## src/hw/rtl/ueh_pkg.sv

```systemverilog
package ueh_pkg;

    localparam int FRAME_BYTES = 8;
    localparam int IDX_W       = $clog2(FRAME_BYTES);

    // Input modes.
    localparam logic [1:0] MODE_START = 2'd0;
    localparam logic [1:0] MODE_BYTE  = 2'd1;
    localparam logic [1:0] MODE_TICK  = 2'd2;

    // Result kinds.
    localparam logic KIND_BYTE = 1'b0;
    localparam logic KIND_DONE = 1'b1;

    // Frame bytes.
    localparam logic [7:0] TX_HDR      = 8'hAA;
    localparam logic [7:0] TX_TAIL     = 8'h55;
    localparam logic [7:0] CMD_PREPARE = 8'hAB;
    localparam logic [7:0] CMD_RESET   = 8'h5A;
    localparam logic [7:0] CMD_LEGACY  = 8'hFF;
    localparam logic [7:0] ACK_HDR     = 8'h55;
    localparam logic [7:0] ACK_CMD     = 8'hBA;
    localparam logic [7:0] ACK_TAIL    = 8'hAA;
    localparam logic [7:0] CRC_POLY    = 8'h07;

    // Register map, by word index.
    localparam logic [1:0] REG_RETRY_LIMIT = 2'd0;
    localparam logic [1:0] REG_ACK_TIMEOUT = 2'd1;
    localparam logic [1:0] REG_TX_WAIT     = 2'd2;
    localparam logic [1:0] REG_LEGACY_GAP  = 2'd3;

    localparam logic [3:0] RETRY_LIMIT_RST = 4'd3;
    localparam logic [7:0] ACK_TIMEOUT_RST = 8'd100;
    localparam logic [7:0] TX_WAIT_RST     = 8'd10;
    localparam logic [7:0] LEGACY_GAP_RST  = 8'd20;

    typedef struct packed {
        logic [1:0]  mode;
        logic [23:0] node_id;
        logic [7:0]  entropy;
        logic [7:0]  rx_byte;
        logic        tx_busy;
    } in_item_t;

    typedef struct packed {
        logic       kind;
        logic [7:0] tx_byte;
        logic       last;
        logic       success;
    } out_item_t;

    // One byte of CRC-8, MSB first.
    function automatic logic [7:0] crc8_byte(input logic [7:0] crc, input logic [7:0] data);
        logic [7:0] c;
        c = crc ^ data;
        for (int b = 0; b < 8; b++)
        begin
            c = c[7] ? ((c << 1) ^ CRC_POLY) : (c << 1);
        end
        return c;
    endfunction

endpackage

```

## src/hw/rtl/update_entry_handshake.sv

```systemverilog
// Update-entry handshake sequencer. A start transaction derives a nonzero session
// number and sends 8-byte PREPARE frames, then RESET frames, each try waiting for an
// idle transmitter and then for a matching READY acknowledgement; when a command runs
// out of tries, legacy frames go out spaced by a gap and the handshake finishes with
// success low. Input transactions are taken one per cycle while no frame or finish result
// waits for the output register: each is decided in a single pass between the input
// register and the output register. A transaction that sends a frame holds the output
// register until its last byte is taken (one frame byte per cycle while the receiver is
// ready, CRC built as the bytes leave), a finish result until it is taken. Timers count tick
// transactions only. The four configuration registers sit at byte addresses 0, 4, 8, 12.
module update_entry_handshake
    import ueh_pkg::*;
(
    input  logic        clk,
    input  logic        rst_n,

    input  logic        in_valid,
    output logic        in_ready,
    input  in_item_t    in_data,

    output logic        out_valid,
    input  logic        out_ready,
    output out_item_t   out_data,

    input  logic        psel,
    input  logic        penable,
    input  logic        pwrite,
    input  logic [3:0]  paddr,
    input  logic [31:0] pwdata,
    output logic [31:0] prdata,
    output logic        pready
);

    typedef enum logic [1:0] {PH_IDLE, PH_PREPARE, PH_RESET, PH_LEGACY} phase_t;
    typedef enum logic [1:0] {WK_TX, WK_ACK, WK_GAP} wait_t;
    typedef enum logic [1:0] {EM_NONE, EM_FRAME, EM_FINISH} emit_t;

    typedef struct packed {
        phase_t     ph;
        wait_t      wk;
        logic [3:0] att;
        logic [7:0] tc;
        logic [3:0] ack_cnt;
        emit_t      em;
        logic [7:0] cmd;
        logic       ok;
    } ctl_t;

    // Configuration registers.
    logic [3:0] retry_limit_reg;
    logic [7:0] ack_timeout_reg;
    logic [7:0] tx_wait_reg;
    logic [7:0] legacy_gap_reg;
    logic       cfg_write;
    logic [3:0] lim;

    // Sequencer state.
    ctl_t        ctl_reg;
    ctl_t        ctl_next;
    logic [7:0]  cc_reg;
    logic [7:0]  cc_next;
    logic [7:0]  sess_reg;
    logic [7:0]  sess_next;
    logic [23:0] target_reg;
    logic [23:0] target_next;
    logic        ack_ok_reg;
    logic        ack_ok_next;
    logic [7:0]  ack_crc_reg;
    logic [7:0]  ack_crc_next;

    // Input register.
    logic        in_valid_reg;
    in_item_t    in_reg;
    logic        advance;

    // Output job register.
    logic             job_valid_reg;
    logic             job_done_reg;
    logic             job_ok_reg;
    logic [7:0]       job_cmd_reg;
    logic [23:0]      job_id_reg;
    logic [7:0]       job_seq_reg;
    logic [IDX_W-1:0] job_idx_reg;
    logic [7:0]       job_crc_reg;
    logic             job_last;
    logic             job_free;
    logic [7:0]       frame_byte;

    function automatic ctl_t send_cmd(input ctl_t s);
        ctl_t r;
        r     = s;
        r.wk  = WK_ACK;
        r.tc  = '0;
        r.em  = EM_FRAME;
        r.cmd = (s.ph == PH_PREPARE) ? CMD_PREPARE : CMD_RESET;
        return r;
    endfunction

    function automatic ctl_t finish(input ctl_t s, input logic ok);
        ctl_t r;
        r    = s;
        r.em = EM_FINISH;
        r.ok = ok;
        r.ph = PH_IDLE;
        r.wk = WK_TX;
        r.tc = '0;
        return r;
    endfunction

    function automatic ctl_t fail_try(input ctl_t s, input logic [3:0] limit);
        ctl_t r;
        r     = s;
        r.att = s.att + 4'd1;
        if (r.att >= limit)
        begin
            r.ph  = PH_LEGACY;
            r.att = '0;
        end
        return r;
    endfunction

    function automatic ctl_t start_try(input ctl_t s, input logic busy,
                                       input logic [3:0] limit, input logic [7:0] tx_wait);
        ctl_t r;
        r = s;
        if (s.ph == PH_LEGACY)
        begin
            if (s.att >= limit)
            begin
                r = finish(s, 1'b0);
            end
            else if (busy)
            begin
                r.wk = WK_TX;
            end
            else
            begin
                r.wk  = WK_GAP;
                r.tc  = '0;
                r.em  = EM_FRAME;
                r.cmd = CMD_LEGACY;
            end
        end
        else
        begin
            r.ack_cnt = '0;
            r.tc      = '0;
            if (!busy)
            begin
                r = send_cmd(r);
            end
            else if (tx_wait != 8'd0)
            begin
                r.wk = WK_TX;
            end
            else
            begin
                // Every remaining try fails at once; the legacy path then waits.
                r.ph  = PH_LEGACY;
                r.att = '0;
                r.wk  = WK_TX;
            end
        end
        return r;
    endfunction

    // Configuration port.
    assign pready    = 1'b1;
    assign cfg_write = psel && penable && pwrite && pready;
    assign lim       = (retry_limit_reg == 4'd0) ? 4'd1 : retry_limit_reg;

    always_comb
    begin
        unique case (paddr[3:2])
            REG_RETRY_LIMIT: prdata = {28'd0, retry_limit_reg};
            REG_ACK_TIMEOUT: prdata = {24'd0, ack_timeout_reg};
            REG_TX_WAIT:     prdata = {24'd0, tx_wait_reg};
            REG_LEGACY_GAP:  prdata = {24'd0, legacy_gap_reg};
            default:         prdata = '0;
        endcase
    end

    always_ff @(posedge clk or negedge rst_n)
    begin
        if (!rst_n)
        begin
            retry_limit_reg <= RETRY_LIMIT_RST;
            ack_timeout_reg <= ACK_TIMEOUT_RST;
            tx_wait_reg     <= TX_WAIT_RST;
            legacy_gap_reg  <= LEGACY_GAP_RST;
        end
        else if (cfg_write)
        begin
            unique case (paddr[3:2])
                REG_RETRY_LIMIT: retry_limit_reg <= pwdata[3:0];
                REG_ACK_TIMEOUT: ack_timeout_reg <= pwdata[7:0];
                REG_TX_WAIT:     tx_wait_reg     <= pwdata[7:0];
                REG_LEGACY_GAP:  legacy_gap_reg  <= pwdata[7:0];
                default:         ;
            endcase
        end
    end

    // Decision for the transaction in the input register.
    always_comb
    begin
        logic [7:0]       mix;
        logic [IDX_W-1:0] bidx;
        logic             match;
        logic [7:0]       rx;

        ctl_next     = ctl_reg;
        ctl_next.em  = EM_NONE;
        ctl_next.cmd = CMD_LEGACY;
        ctl_next.ok  = 1'b0;
        cc_next      = cc_reg;
        sess_next    = sess_reg;
        target_next  = target_reg;
        ack_ok_next  = ack_ok_reg;
        ack_crc_next = ack_crc_reg;
        mix          = '0;
        rx           = in_reg.rx_byte;
        bidx         = ctl_reg.ack_cnt[IDX_W-1:0];
        match        = 1'b0;

        unique case (in_reg.mode)
            MODE_START:
            begin
                if (ctl_reg.ph == PH_IDLE)
                begin
                    cc_next     = cc_reg + 8'd1;
                    target_next = in_reg.node_id;
                    mix         = cc_next ^ in_reg.entropy ^ in_reg.node_id[7:0]
                                  ^ in_reg.node_id[15:8];
                    sess_next   = (mix == 8'd0) ? 8'd1 : mix;
                    ctl_next.ph  = PH_PREPARE;
                    ctl_next.att = '0;
                    ctl_next = start_try(ctl_next, in_reg.tx_busy, lim, tx_wait_reg);
                end
            end
            MODE_BYTE:
            begin
                if (ctl_reg.ph != PH_IDLE && ctl_reg.ph != PH_LEGACY
                    && ctl_reg.wk == WK_ACK && ctl_reg.ack_cnt < 4'(FRAME_BYTES))
                begin
                    // The acknowledgement is checked byte by byte as it arrives.
                    unique case (bidx)
                        3'd0:    match = (rx == ACK_HDR);
                        3'd1:    match = (rx == ACK_CMD);
                        3'd2:    match = (rx == target_reg[7:0]);
                        3'd3:    match = (rx == target_reg[15:8]);
                        3'd4:    match = (rx == target_reg[23:16]);
                        3'd5:    match = (rx == sess_reg);
                        3'd6:    match = (rx == ack_crc_reg);
                        default: match = (rx == ACK_TAIL);
                    endcase
                    ack_ok_next = (bidx == '0) ? match : (ack_ok_reg && match);
                    if (bidx == 3'd1)
                    begin
                        ack_crc_next = crc8_byte(8'd0, rx);
                    end
                    else if (bidx >= 3'd2 && bidx <= 3'd5)
                    begin
                        ack_crc_next = crc8_byte(ack_crc_reg, rx);
                    end
                    ctl_next.ack_cnt = ctl_reg.ack_cnt + 4'd1;
                    if (ctl_next.ack_cnt == 4'(FRAME_BYTES))
                    begin
                        if (!ack_ok_next)
                        begin
                            ctl_next = start_try(fail_try(ctl_next, lim), in_reg.tx_busy,
                                                 lim, tx_wait_reg);
                        end
                        else if (ctl_reg.ph == PH_RESET)
                        begin
                            ctl_next = finish(ctl_next, 1'b1);
                        end
                        else
                        begin
                            ctl_next.ph  = PH_RESET;
                            ctl_next.att = '0;
                            ctl_next = start_try(ctl_next, in_reg.tx_busy, lim, tx_wait_reg);
                        end
                    end
                end
            end
            MODE_TICK:
            begin
                if (ctl_reg.ph != PH_IDLE)
                begin
                    unique case (ctl_reg.wk)
                        WK_TX:
                        begin
                            if (ctl_reg.ph == PH_LEGACY)
                            begin
                                // The legacy path waits for the transmitter without limit.
                                if (!in_reg.tx_busy)
                                begin
                                    ctl_next = start_try(ctl_next, 1'b0, lim, tx_wait_reg);
                                end
                            end
                            else
                            begin
                                ctl_next.tc = ctl_reg.tc + 8'd1;
                                if (!in_reg.tx_busy)
                                begin
                                    ctl_next = send_cmd(ctl_next);
                                end
                                else if (ctl_next.tc >= tx_wait_reg)
                                begin
                                    ctl_next = start_try(fail_try(ctl_next, lim),
                                                         in_reg.tx_busy, lim, tx_wait_reg);
                                end
                            end
                        end
                        WK_ACK:
                        begin
                            ctl_next.tc = ctl_reg.tc + 8'd1;
                            if (ctl_next.tc >= ack_timeout_reg)
                            begin
                                ctl_next = start_try(fail_try(ctl_next, lim),
                                                     in_reg.tx_busy, lim, tx_wait_reg);
                            end
                        end
                        default:
                        begin
                            ctl_next.tc = ctl_reg.tc + 8'd1;
                            if (ctl_next.tc >= legacy_gap_reg)
                            begin
                                ctl_next.att = ctl_reg.att + 4'd1;
                                ctl_next = start_try(ctl_next, in_reg.tx_busy, lim,
                                                     tx_wait_reg);
                            end
                        end
                    endcase
                end
            end
            default: ;
        endcase
    end

    // Handshake between input register and output job register.
    assign job_last = job_done_reg || (job_idx_reg == IDX_W'(FRAME_BYTES - 1));
    assign job_free = !job_valid_reg || (out_ready && job_last);
    assign advance  = in_valid_reg && (ctl_next.em == EM_NONE || job_free);
    assign in_ready = !in_valid_reg || advance;

    always_ff @(posedge clk or negedge rst_n)
    begin
        if (!rst_n)
        begin
            in_valid_reg <= 1'b0;
        end
        else if (in_ready)
        begin
            in_valid_reg <= in_valid;
        end
    end

    always_ff @(posedge clk)
    begin
        if (in_ready && in_valid)
        begin
            in_reg <= in_data;
        end
    end

    always_ff @(posedge clk or negedge rst_n)
    begin
        if (!rst_n)
        begin
            ctl_reg     <= '{ph: PH_IDLE, wk: WK_TX, att: '0, tc: '0, ack_cnt: '0,
                             em: EM_NONE, cmd: '0, ok: 1'b0};
            cc_reg      <= '0;
            sess_reg    <= '0;
            target_reg  <= '0;
            ack_ok_reg  <= 1'b0;
            ack_crc_reg <= '0;
        end
        else if (advance)
        begin
            ctl_reg     <= ctl_next;
            cc_reg      <= cc_next;
            sess_reg    <= sess_next;
            target_reg  <= target_next;
            ack_ok_reg  <= ack_ok_next;
            ack_crc_reg <= ack_crc_next;
        end
    end

    // Frame byte selection; the CRC is accumulated as bytes one to five leave.
    always_comb
    begin
        unique case (job_idx_reg)
            3'd0:    frame_byte = TX_HDR;
            3'd1:    frame_byte = job_cmd_reg;
            3'd2:    frame_byte = job_id_reg[7:0];
            3'd3:    frame_byte = job_id_reg[15:8];
            3'd4:    frame_byte = job_id_reg[23:16];
            3'd5:    frame_byte = job_seq_reg;
            3'd6:    frame_byte = job_crc_reg;
            default: frame_byte = TX_TAIL;
        endcase
    end

    always_ff @(posedge clk or negedge rst_n)
    begin
        if (!rst_n)
        begin
            job_valid_reg <= 1'b0;
            job_idx_reg   <= '0;
        end
        else if (advance && ctl_next.em != EM_NONE)
        begin
            job_valid_reg <= 1'b1;
            job_idx_reg   <= '0;
        end
        else if (job_valid_reg && out_ready)
        begin
            if (job_last)
            begin
                job_valid_reg <= 1'b0;
            end
            else
            begin
                job_idx_reg <= job_idx_reg + IDX_W'(1);
            end
        end
    end

    always_ff @(posedge clk)
    begin
        if (advance && ctl_next.em != EM_NONE)
        begin
            job_done_reg <= (ctl_next.em == EM_FINISH);
            job_ok_reg   <= ctl_next.ok;
            job_cmd_reg  <= ctl_next.cmd;
            job_id_reg   <= (ctl_next.cmd == CMD_LEGACY) ? 24'd0 : target_next;
            job_seq_reg  <= (ctl_next.cmd == CMD_LEGACY) ? 8'd0 : sess_next;
            job_crc_reg  <= '0;
        end
        else if (job_valid_reg && out_ready && job_idx_reg >= 3'd1 && job_idx_reg <= 3'd5)
        begin
            job_crc_reg <= crc8_byte(job_crc_reg, frame_byte);
        end
    end

    assign out_valid        = job_valid_reg;
    assign out_data.kind    = job_done_reg ? KIND_DONE : KIND_BYTE;
    assign out_data.tx_byte = job_done_reg ? 8'd0 : frame_byte;
    assign out_data.last    = !job_done_reg && (job_idx_reg == IDX_W'(FRAME_BYTES - 1));
    assign out_data.success = job_done_reg && job_ok_reg;

    // A running handshake always carries a nonzero session number.
    a_session_nonzero: assert property (@(posedge clk) disable iff (!rst_n)
        ctl_reg.ph != PH_IDLE |-> sess_reg != 8'd0)
        else $error("session number is zero while a handshake runs");

    a_ack_count_range: assert property (@(posedge clk) disable iff (!rst_n)
        ctl_reg.ack_cnt <= 4'(FRAME_BYTES))
        else $error("acknowledgement byte count past frame length");

    // Only a frame advances past its first byte.
    a_mid_frame_kind: assert property (@(posedge clk) disable iff (!rst_n)
        job_valid_reg && job_idx_reg != '0 |-> !job_done_reg)
        else $error("finish result in the middle of a frame");

    // Once a frame byte other than the last is taken, the next byte is offered.
    a_frame_continues: assert property (@(posedge clk) disable iff (!rst_n)
        out_valid && out_ready && out_data.kind == KIND_BYTE && !out_data.last
        |=> out_valid && out_data.kind == KIND_BYTE)
        else $error("frame broken off before its last byte");

endmodule

```

## config.mk

```make
export PLATFORM = sky130hd
export DESIGN_NAME = update_entry_handshake
export DESIGN_NICKNAME = d
export VERILOG_FILES = /design/src/hw/rtl/ueh_pkg.sv /design/src/hw/rtl/update_entry_handshake.sv
export SDC_FILE = /design/constraint.sdc
export NUM_CORES = 1
export LEC_CHECK = 0
export BUFFER_PORTS_ARGS = -buffer_cell sky130_fd_sc_hd__buf_2
export CORE_MARGIN = 10
export CORE_UTILIZATION = 40
export CTS_CLUSTER_SIZE = 25
export DETAILED_ROUTE_END_ITERATION = 12
export PLACE_DENSITY = 0.66
export REMOVE_ABC_BUFFERS = 1
export SYNTH_ARGS = -nofsm -noshare
export SYNTH_HDL_FRONTEND = slang
export SYNTH_SLANG_ARGS = --single-unit
```

## constraint.sdc

```tcl
create_clock -name clk -period 5.8 [get_ports clk]
set_input_delay 0.29 -clock clk [delete_from_list [all_inputs] [get_ports clk]]
set_output_delay 0.29 -clock clk [all_outputs]
set_load 0.1 [all_outputs]
```

==> impl_metrics.prom, run 1 <==
# TYPE chip_impl_metric gauge
chip_impl_metric{name="first_global_vias",unit=""} 8971
chip_impl_metric{name="seq_power_share",unit="%"} 35.6
chip_impl_metric{name="routed_wl",unit="mm"} 31.0
chip_impl_metric{name="tightestPinTransition",unit="ns"} 1.08
chip_impl_metric{name="fin_setup_tns",unit="ns"} 0
chip_impl_info{name="synth_top_family_by_area",value="simple AND/OR/NAND/NOR gates"} 1
chip_impl_metric{name="ctsLongestPathBuffers",unit=""} 2
chip_impl_metric{name="place_congestion",unit=""} 0.881
chip_impl_metric{name="first_pass_iters",unit=""} 5
chip_impl_metric{name="post_synthesis_xor_xnor_area_fraction",unit="%"} 7.62
chip_impl_info{name="root_buffer",value="sky130_fd_sc_hd__clkbuf_16"} 1
chip_impl_metric{name="detail_route.vias_per_cell",unit=""} 5.55
chip_impl_metric{name="worstRegToRegCells",unit=""} 20
chip_impl_metric{name="yosys.area_share.simple",unit="%"} 15.3
chip_impl_metric{name="worstPathMaxFanout",unit=""} 10
chip_impl_metric{name="syn_avg_cell_area",unit="um2"} 9.91
chip_impl_metric{name="period_needed",unit="ns"} 5.23
chip_impl_metric{name="fmaxAchievable",unit="GHz"} 0.191
chip_impl_metric{name="netlist.area_leader.share",unit="%"} 20.7
chip_impl_metric{name="std_cell_rows",unit=""} 62
chip_impl_metric{name="worst_slack",unit="ns"} 0.573
chip_impl_metric{name="cts-resized-gates",unit=""} 0
chip_impl_metric{name="power.ir.vdd_worst",unit="mV"} 0.242
chip_impl_metric{name="floorplan.initialDensity",unit="%"} 40.5
chip_impl_metric{name="number_of_synthesized_flops_with_an_enable_pin",unit=""} 80
chip_impl_metric{name="synth_area",unit="um2"} 11600
chip_impl_metric{name="wl_per_cell",unit="um"} 18.7
chip_impl_metric{name="fin_nets",unit=""} 1400
chip_impl_metric{name="dp_hpwl",unit="mm"} 22.0
chip_impl_metric{name="cellInternalPower",unit="mW"} 3.19
chip_impl_metric{name="yosys_register_bits",unit=""} 190
chip_impl_metric{name="final.period_utilization",unit="%"} 90.1
chip_impl_metric{name="antenna_violating_nets_post_route",unit=""} 0
chip_impl_metric{name="arrival",unit="ns"} 5.57
chip_impl_metric{name="clk_transition_reported_paths",unit="ns"} 0.08
chip_impl_metric{name="p_clk_share",unit="%"} 22.5
chip_impl_metric{name="placement.io_buffers",unit=""} 80
chip_impl_info{name="cp-endpoint",value="ctl_reg[24]"} 1
chip_impl_info{name="critical_path.cell_chain",value="nand3_1, xor2_1, inv_1, ha_1, a21oi_1, o21a_1, nand2_1, ha_1, nand2b_1, a2111o_1, and3_1, o31ai_1, a221oi_1, a2111o_1, a21oi_2, buf_4, o21ai_2, buf_4, nor3_1, mux2_2"} 1
chip_impl_metric{name="timing.final.max_slew_violations",unit=""} 0
chip_impl_metric{name="ctsHoldBuffers",unit=""} 17
chip_impl_metric{name="global_route.usage.total",unit="%"} 17.0
chip_impl_metric{name="grt_first_pass_wirelength",unit="mm"} 49.5
chip_impl_metric{name="synth_async_sr_flop_share",unit="%"} 53.7
chip_impl_metric{name="synth_cells",unit=""} 1172
chip_impl_metric{name="insertedDiodeCount",unit=""} 0
chip_impl_metric{name="grt_antenna_before_repair",unit=""} 0
chip_impl_metric{name="finalSetupViolations",unit=""} 0
chip_impl_metric{name="drcViolationCount",unit=""} 0
chip_impl_metric{name="cts_sinks",unit=""} 190
chip_impl_metric{name="die_x",unit="um"} 190
chip_impl_metric{name="layout_skew",unit="ns"} 0.0143
chip_impl_info{name="tritoncts",value="done"} 1
chip_impl_info{name="r2r_end",value="ctl_reg[24]"} 1
chip_impl_metric{name="final.hold.worst_slack",unit="ns"} 0.0121
chip_impl_metric{name="switching_pwr",unit="mW"} 2.33
chip_impl_metric{name="finalPower",unit="mW"} 5.52
chip_impl_metric{name="via_count",unit=""} 9183
chip_impl_metric{name="ff2ff_setup_slack",unit="ns"} 0.57
chip_impl_metric{name="final-hold-violation-count",unit=""} 0
chip_impl_metric{name="global_route.usage.met3",unit="%"} 4.02
chip_impl_metric{name="dr.first_iter.drc_count",unit=""} 682
chip_impl_metric{name="netlist-cell-type-count",unit=""} 77
chip_impl_metric{name="synthMuxAreaShare",unit="%"} 6.61
chip_impl_metric{name="crit_path_max_incr_delay",unit="ns"} 0.45
chip_impl_metric{name="clkLatencyLatePin",unit="ns"} 0.46
chip_impl_metric{name="netSwitchingFraction",unit="%"} 42.3
chip_impl_info{name="post_synth_most_frequent_cells",value="sky130_fd_sc_hd__nand2_1 (145), sky130_fd_sc_hd__dfrtp_1 (93), sky130_fd_sc_hd__edfxtp_1 (80)"} 1
chip_impl_info{name="run_status",value="finished clean"} 1
chip_impl_metric{name="power.share.combinational",unit="%"} 41.9
chip_impl_metric{name="largest_register_ff_count",unit=""} 43
chip_impl_metric{name="grt.met2_usage",unit="%"} 26.8
chip_impl_info{name="worst_r2r_startpoint",value="ctl_reg[25]"} 1
chip_impl_info{name="netlist_top_cells_area",value="sky130_fd_sc_hd__edfxtp_1 (21%), sky130_fd_sc_hd__dfrtp_1 (20%), sky130_fd_sc_hd__ha_1 (5.9%)"} 1
chip_impl_metric{name="cellLeakagePower",unit="nW"} 5.57
chip_impl_info{name="layer_with_the_highest_usage_after_global_routing",value="met2"} 1
chip_impl_metric{name="power_density",unit="nW/um2"} 418
chip_impl_info{name="worst_path_max_delay_cell",value="sky130_fd_sc_hd__dfrtp_1"} 1
chip_impl_metric{name="synth-compound-area-share",unit="%"} 14.9
chip_impl_info{name="timing.critical_path.to_type",value="flip-flop"} 1
chip_impl_info{name="startpoint",value="ctl_reg[25]"} 1
chip_impl_info{name="synth.most_common_cell",value="sky130_fd_sc_hd__nand2_1"} 1
chip_impl_info{name="timing.setup.critical_path_class",value="reg2reg"} 1
chip_impl_metric{name="grt_max_degree",unit=""} 62
chip_impl_metric{name="globalRouteOverflowTotal",unit=""} 0
chip_impl_metric{name="die_area",unit="um2"} 36300
chip_impl_metric{name="ys_seq_area_share",unit="%"} 44.1
chip_impl_info{name="hold_path.class",value="in2reg"} 1
chip_impl_info{name="yosysTopAreaCell",value="sky130_fd_sc_hd__edfxtp_1"} 1
chip_impl_info{name="setup.worst_path.start_class",value="flip-flop"} 1
chip_impl_metric{name="areaGrowthSynthToFinish",unit="%"} 13.8
chip_impl_metric{name="preCtsSetupSlack",unit="ns"} 0.585
chip_impl_metric{name="instance_area_at_placement",unit="um2"} 12300
chip_impl_metric{name="clock_tree.htree_level_count",unit=""} 4
chip_impl_info{name="postSynth.topFlopCell",value="sky130_fd_sc_hd__dfrtp_1"} 1
chip_impl_metric{name="post_synth_fa_ha_maj_area_fraction",unit="%"} 5.92
chip_impl_metric{name="tritoncts.num_buffers",unit=""} 17
chip_impl_metric{name="worst_slew_margin_rel",unit="%"} 28.0
chip_impl_metric{name="post-cts-setup-buffer-count",unit=""} 0
chip_impl_metric{name="design.core.area",unit="um2"} 28700
chip_impl_metric{name="chipHeight",unit="um"} 190
chip_impl_info{name="grt_setup_unrepaired",value="false"} 1
chip_impl_metric{name="n_fill_cell",unit=""} 2678
chip_impl_metric{name="fraction_of_layout_instances_using_a_drive_strength_above_1",unit="%"} 16.4
chip_impl_metric{name="fin_area",unit="um2"} 13200
chip_impl_metric{name="pin_count",unit=""} 132
chip_impl_metric{name="synth.yosys.warnings",unit=""} 0
chip_impl_metric{name="grt.met1_usage",unit="%"} 23.0
chip_impl_metric{name="critPathRequiredTime",unit="ns"} 6.15
chip_impl_metric{name="cap_viol_max_count",unit=""} 0
## worst min-delay path by stage
stage                      startpoint              to  slack, ns  cells past startpoint
after floorplan                 rst_n  ack_crc_reg[0]     -0.006                      0
after global placement          rst_n  ack_crc_reg[4]       0.33                      1
after detailed placement        rst_n  ack_crc_reg[4]       0.33                      1
after CTS                 in_data[13]      in_reg[13]     0.0007                      1
after global routing      in_data[20]      in_reg[20]     0.0002                      1
final                     in_data[36]      in_reg[36]       0.01                      1
## power by group through the flow
stage               clock network, mW  logic, mW  registers [mW]
floorplan                           0       1.84            1.89
global placement                    0       2.26            1.98
detailed placement                  0       2.28            1.99
CTS                              1.26       2.30            1.96
global route                     1.32       2.52            2.00
finish                           1.24       2.31            1.96
## final cells by class
class	count	area, um2	share of cell area [%]
multi-input cells	872	5970	45.2
flip-flops and latches	190	5130	38.8
repair buffers	125	821	6.21
well taps	384	480	3.63
clock buffers	17	425	3.22
inverters	53	199	1.50
clock inverters	15	198	1.50
## layout by cell type (no fill, tap or decap), types with 30 or more instances in the layout
cell type and count:
sky130_fd_sc_hd__nor2_1 73, sky130_fd_sc_hd__nand3_1 30, sky130_fd_sc_hd__o21ai_0 71, sky130_fd_sc_hd__edfxtp_1 80
sky130_fd_sc_hd__buf_2 79, sky130_fd_sc_hd__xor2_1 31, sky130_fd_sc_hd__ha_1 55, sky130_fd_sc_hd__dfrtp_1 93
sky130_fd_sc_hd__inv_1 53, sky130_fd_sc_hd__xnor2_1 65, sky130_fd_sc_hd__mux2_2 30, sky130_fd_sc_hd__nand2_1 145
sky130_fd_sc_hd__a21oi_1 63
## critical path: cells and delay by family, from the launching register on
kind | cells | cell delay [ns]
AO/OA/AOI/OAI | 8 | 1.88
AND/OR/NAND/NOR | 5 | 1.06
adder cells (fa/ha/maj) | 2 | 0.57
buffers and inverters | 3 | 0.50
flip-flops | 1 | 0.45
multiplexers | 1 | 0.39
XOR/XNOR | 1 | 0.25
## logic make-up after synthesis
| kind of cell | after synthesis |
|---|---|
| simple gates | 376 |
| compound gates | 259 |
| flops | 190 |
| buf+inv | 133 |
| xor+xnor | 98 |
| mux | 59 |
| fa+ha+maj | 55 |
| other cells | 2 |
## per-layer routing
| layer | part of all wire, % | up-vias |
|---|---|---|
| li1 | - | 4337 |
| met1 | 45 | 4479 |
| met2 | 46 | 329 |
| met3 | 6.9 | 38 |
| met4 | 1.6 | 0 |
| met5 | 0 | - |
## metrics by stage
stage	cells	utilization, %
after CTS	1646	45.7
after global routing	1656	46.1
after floorplan	1115	-
after global placement	1597	43.0
after detailed placement	1597	43.0
final	1656	46.1
Note: power is estimated with default switching activity, not from simulation.
==> run 2, diff against run 1 <==
Settings changed: ABC_AREA set to 1.
==> run 2 against run 1 <==
Die area up 4.4%. Clock skew up 0.0029 ns. First-iteration DRC count up 50%. Synthesized cell count up 30%. Count of clock-buffer cells in the layout up 1. Hold slack better by 0.0022 ns. Critical path type unchanged.
==> impl_metrics.prom, run 2 <==
# TYPE chip_impl_metric gauge
chip_impl_info{name="setup.worst_path.start_class",value="flip-flop"} 1
chip_impl_metric{name="grt_antenna_before_repair",unit=""} 0
chip_impl_metric{name="dp_hpwl",unit="mm"} 23.6
chip_impl_metric{name="via_count",unit=""} 10294
chip_impl_info{name="final_common_cell",value="sky130_fd_sc_hd__nand2_1"} 1
chip_impl_info{name="layer_with_the_highest_usage_after_global_routing",value="met2"} 1
chip_impl_metric{name="globalRouteOverflowTotal",unit=""} 0
chip_impl_metric{name="cap_viol_max_count",unit=""} 0
chip_impl_info{name="root_buffer",value="sky130_fd_sc_hd__clkbuf_16"} 1
chip_impl_metric{name="worstPathMaxFanout",unit=""} 36
chip_impl_metric{name="die_x",unit="um"} 195
chip_impl_metric{name="detail_route.vias_per_cell",unit=""} 5.14
chip_impl_info{name="timing.critical_path.to_type",value="flip-flop"} 1
chip_impl_metric{name="layout_skew",unit="ns"} 0.0172
chip_impl_metric{name="wl_per_cell",unit="um"} 15.7
chip_impl_info{name="timing.setup.critical_path_class",value="reg2reg"} 1
chip_impl_info{name="postSynth.topFlopCell",value="sky130_fd_sc_hd__dfrtp_1"} 1
chip_impl_metric{name="synth_area",unit="um2"} 12200
chip_impl_metric{name="clock_tree.htree_level_count",unit=""} 4
chip_impl_metric{name="fraction_of_layout_instances_using_a_drive_strength_above_1",unit="%"} 11.0
chip_impl_metric{name="grt_first_pass_wirelength",unit="mm"} 51.1
chip_impl_metric{name="placement.io_buffers",unit=""} 80
chip_impl_metric{name="routed_wl",unit="mm"} 31.5
chip_impl_metric{name="final-hold-violation-count",unit=""} 0
chip_impl_metric{name="tritoncts.num_buffers",unit=""} 17
chip_impl_metric{name="ctsLongestPathBuffers",unit=""} 2
chip_impl_metric{name="power.ir.vdd_worst",unit="mV"} 0.232
chip_impl_metric{name="critPathRequiredTime",unit="ns"} 5.90
chip_impl_info{name="tritoncts",value="done"} 1
chip_impl_metric{name="synth.yosys.warnings",unit=""} 0
chip_impl_metric{name="ys_seq_area_share",unit="%"} 42.0
chip_impl_metric{name="chipHeight",unit="um"} 195
chip_impl_metric{name="final.period_utilization",unit="%"} 81.4
chip_impl_metric{name="finalSetupViolations",unit=""} 0
chip_impl_metric{name="first_pass_iters",unit=""} 6
chip_impl_metric{name="cellLeakagePower",unit="nW"} 6.58
chip_impl_metric{name="pin_count",unit=""} 132
chip_impl_metric{name="grt.met2_usage",unit="%"} 24.1
chip_impl_metric{name="die_area",unit="um2"} 37900
chip_impl_metric{name="number_of_synthesized_flops_with_an_enable_pin",unit=""} 80
chip_impl_metric{name="netlist.area_leader.share",unit="%"} 19.7
chip_impl_info{name="synth.most_common_cell",value="sky130_fd_sc_hd__nand2_1"} 1
chip_impl_metric{name="grt.met1_usage",unit="%"} 22.9
chip_impl_metric{name="worst_slew_margin_rel",unit="%"} 36.2
chip_impl_metric{name="grt_max_degree",unit=""} 71
chip_impl_metric{name="areaGrowthSynthToFinish",unit="%"} 11.1
chip_impl_metric{name="cts_sinks",unit=""} 190
chip_impl_metric{name="fin_setup_tns",unit="ns"} 0
chip_impl_info{name="grt_setup_unrepaired",value="false"} 1
chip_impl_metric{name="syn_avg_cell_area",unit="um2"} 8.00
chip_impl_metric{name="post-cts-setup-buffer-count",unit=""} 0
chip_impl_metric{name="tightestPinTransition",unit="ns"} 0.948
chip_impl_info{name="yosysTopAreaCell",value="sky130_fd_sc_hd__edfxtp_1"} 1
chip_impl_metric{name="first_global_vias",unit=""} 9777
chip_impl_metric{name="std_cell_rows",unit=""} 63
chip_impl_metric{name="largest_register_ff_count",unit=""} 43
chip_impl_metric{name="ff2ff_setup_slack",unit="ns"} 1.08
chip_impl_metric{name="fin_nets",unit=""} 1741
chip_impl_metric{name="post-route-util",unit="%"} 45.4
chip_impl_metric{name="place_congestion",unit=""} 0.926
chip_impl_metric{name="fmaxAchievable",unit="GHz"} 0.212
chip_impl_info{name="run_status",value="finished clean"} 1
chip_impl_metric{name="dr.first_iter.drc_count",unit=""} 1020
chip_impl_info{name="hold_path.class",value="in2reg"} 1
chip_impl_metric{name="power_density",unit="nW/um2"} 421
chip_impl_metric{name="netlist-cell-type-count",unit=""} 59
chip_impl_info{name="post_synth_most_frequent_cells",value="sky130_fd_sc_hd__nand2_1 (362), sky130_fd_sc_hd__inv_1 (193), sky130_fd_sc_hd__nor2_1 (136)"} 1
chip_impl_metric{name="timing.final.max_slew_violations",unit=""} 0
chip_impl_metric{name="fin_area",unit="um2"} 13600
chip_impl_metric{name="floorplan.initialDensity",unit="%"} 40.8
chip_impl_metric{name="insertedDiodeCount",unit=""} 0
chip_impl_metric{name="synth_cells",unit=""} 1525
chip_impl_metric{name="yosys_register_bits",unit=""} 190
chip_impl_metric{name="antenna_violating_nets_post_route",unit=""} 0
chip_impl_metric{name="design.core.area",unit="um2"} 29900
chip_impl_metric{name="clkLatencyLatePin",unit="ns"} 0.46
chip_impl_info{name="netlist_top_cells_area",value="sky130_fd_sc_hd__edfxtp_1 (20%), sky130_fd_sc_hd__dfrtp_1 (19%), sky130_fd_sc_hd__nand2_1 (11%)"} 1
chip_impl_metric{name="drcViolationCount",unit=""} 0
chip_impl_metric{name="instance_area_at_placement",unit="um2"} 12800
chip_impl_metric{name="synth_async_sr_flop_share",unit="%"} 53.7
chip_impl_metric{name="period_needed",unit="ns"} 4.72
chip_impl_metric{name="arrival",unit="ns"} 4.83
chip_impl_info{name="top_library_cells_by_usage_in_the_layout_fill_and_taps_aside",value="sky130_fd_sc_hd__nand2_1 (361), sky130_fd_sc_hd__inv_1 (192), sky130_fd_sc_hd__nor2_1 (136)"} 1
chip_impl_metric{name="global_route.usage.met3",unit="%"} 3.18
chip_impl_metric{name="clk_transition_reported_paths",unit="ns"} 0.08
chip_impl_metric{name="global_route.usage.total",unit="%"} 16.2
run 2: cell types whose count changed after synthesis, moves of 30 or more:
cell,delta
sky130_fd_sc_hd__inv_1,+140
sky130_fd_sc_hd__mux2_2,-30
sky130_fd_sc_hd__nand2_1,+217
sky130_fd_sc_hd__nand3_1,+45
sky130_fd_sc_hd__nor2_1,+60
sky130_fd_sc_hd__o21ai_0,+34
sky130_fd_sc_hd__xnor2_1,-32
run 2: power by group:
| part | switching [mW] | leakage, nW | total [mW] | internal, mW |
|---|---|---|---|---|
| logic | 1.84 | 4.16 | 2.62 | 0.782 |
| clock network | 0.585 | 0.278 | 1.16 | 0.573 |
| registers | 0.229 | 2.14 | 1.93 | 1.70 |
run 2: area by class of cell:
class                      instances  area [um2]
timing repair buffer             105         638
inverter                         200         753
fill                            2935       16300
multi-input combinational       1086        5970
sequential                       190        5130
clock inverter                    14         150
tap                              390         488
clock buffer                      18         429
run 2: cell families after synthesis:
kind of cell / Yosys count / share of synthesized area, %
AO/OA/AOI/OAI: 247 / 12.0
XOR/XNOR: 75 / 5.39
adder cells (fa/ha/maj): 55 / 5.64
buffers and inverters: 272 / 9.76
flip-flops: 190 / 42.0
multiplexers: 24 / 1.97
other: 2 / 0.0616
AND/OR/NAND/NOR: 660 / 23.2
run 2: path summary, 6_finish.rpt:
kind / to / startpoint / cells past startpoint
max: job_id_reg[7] / retry_limit_reg[1] / 27
min: in_reg[8] / in_data[8] / 1
max reg2reg: job_id_reg[7] / retry_limit_reg[1] / 27
min reg2reg: ctl_reg[21] / ctl_reg[21] / 2
max in group asynchronous: ctl_reg[14] / rst_n / 3
min in group asynchronous: tx_wait_reg[6] / rst_n / 2
run 2: metal layers:
metal	share of wire, %	vias up
li1	-	5122
met1	49	4818
met2	44	316
met4	1.8	0
met5	0	-
met3	5.7	38
run 2: what timing repair did:
action	in CTS	in global routing
endpoints found under the setup margin	0	0
hold endpoints to repair	64	2
hold buffers	17	2
resized for setup	0	0
run 2: through the flow:
step / total power [mW] / hold WS [ns] / setup slack (ns) / instances
2_1_floorplan: 3.91 / -0.00559 / 0.555 / 1476
3_3_place_gp: 4.49 / 0.362 / 1.09 / 1952
3_5_place_dp: 4.54 / 0.365 / 1.10 / 1952
4_1_cts: 5.72 / 0.000551 / 1.06 / 2001
5_1_grt: 6.12 / 0.000591 / 0.608 / 2003
6_report: 5.71 / 0.0143 / 1.08 / 2003
run 2: worst max-delay path, stage by stage (launching register included):
cell	delay [ns]
sky130_fd_sc_hd__dfstp_2	0.56
sky130_fd_sc_hd__inv_1	0.06
sky130_fd_sc_hd__a31o_2	0.22
sky130_fd_sc_hd__ha_1	0.29
sky130_fd_sc_hd__nand2_1	0.07
sky130_fd_sc_hd__a21o_1	0.10
sky130_fd_sc_hd__nand3_1	0.07
sky130_fd_sc_hd__nand2_2	0.16
sky130_fd_sc_hd__inv_1	0.12
sky130_fd_sc_hd__nand2_1	0.09
sky130_fd_sc_hd__inv_1	0.05
sky130_fd_sc_hd__ha_1	0.30
sky130_fd_sc_hd__inv_1	0.06
sky130_fd_sc_hd__nor2_1	0.03
sky130_fd_sc_hd__o21ai_0	0.13
sky130_fd_sc_hd__nand2_1	0.06
sky130_fd_sc_hd__a31oi_1	0.18
sky130_fd_sc_hd__inv_1	0.06
sky130_fd_sc_hd__nand2_1	0.20
sky130_fd_sc_hd__a21oi_1	0.10
sky130_fd_sc_hd__nand3_1	0.09
sky130_fd_sc_hd__nor2_1	0.10
sky130_fd_sc_hd__nor2_4	0.10
sky130_fd_sc_hd__nand2_2	0.09
sky130_fd_sc_hd__a21oi_2	0.16
sky130_fd_sc_hd__nand2_1	0.30
sky130_fd_sc_hd__inv_1	0.19
sky130_fd_sc_hd__buf_4	0.40
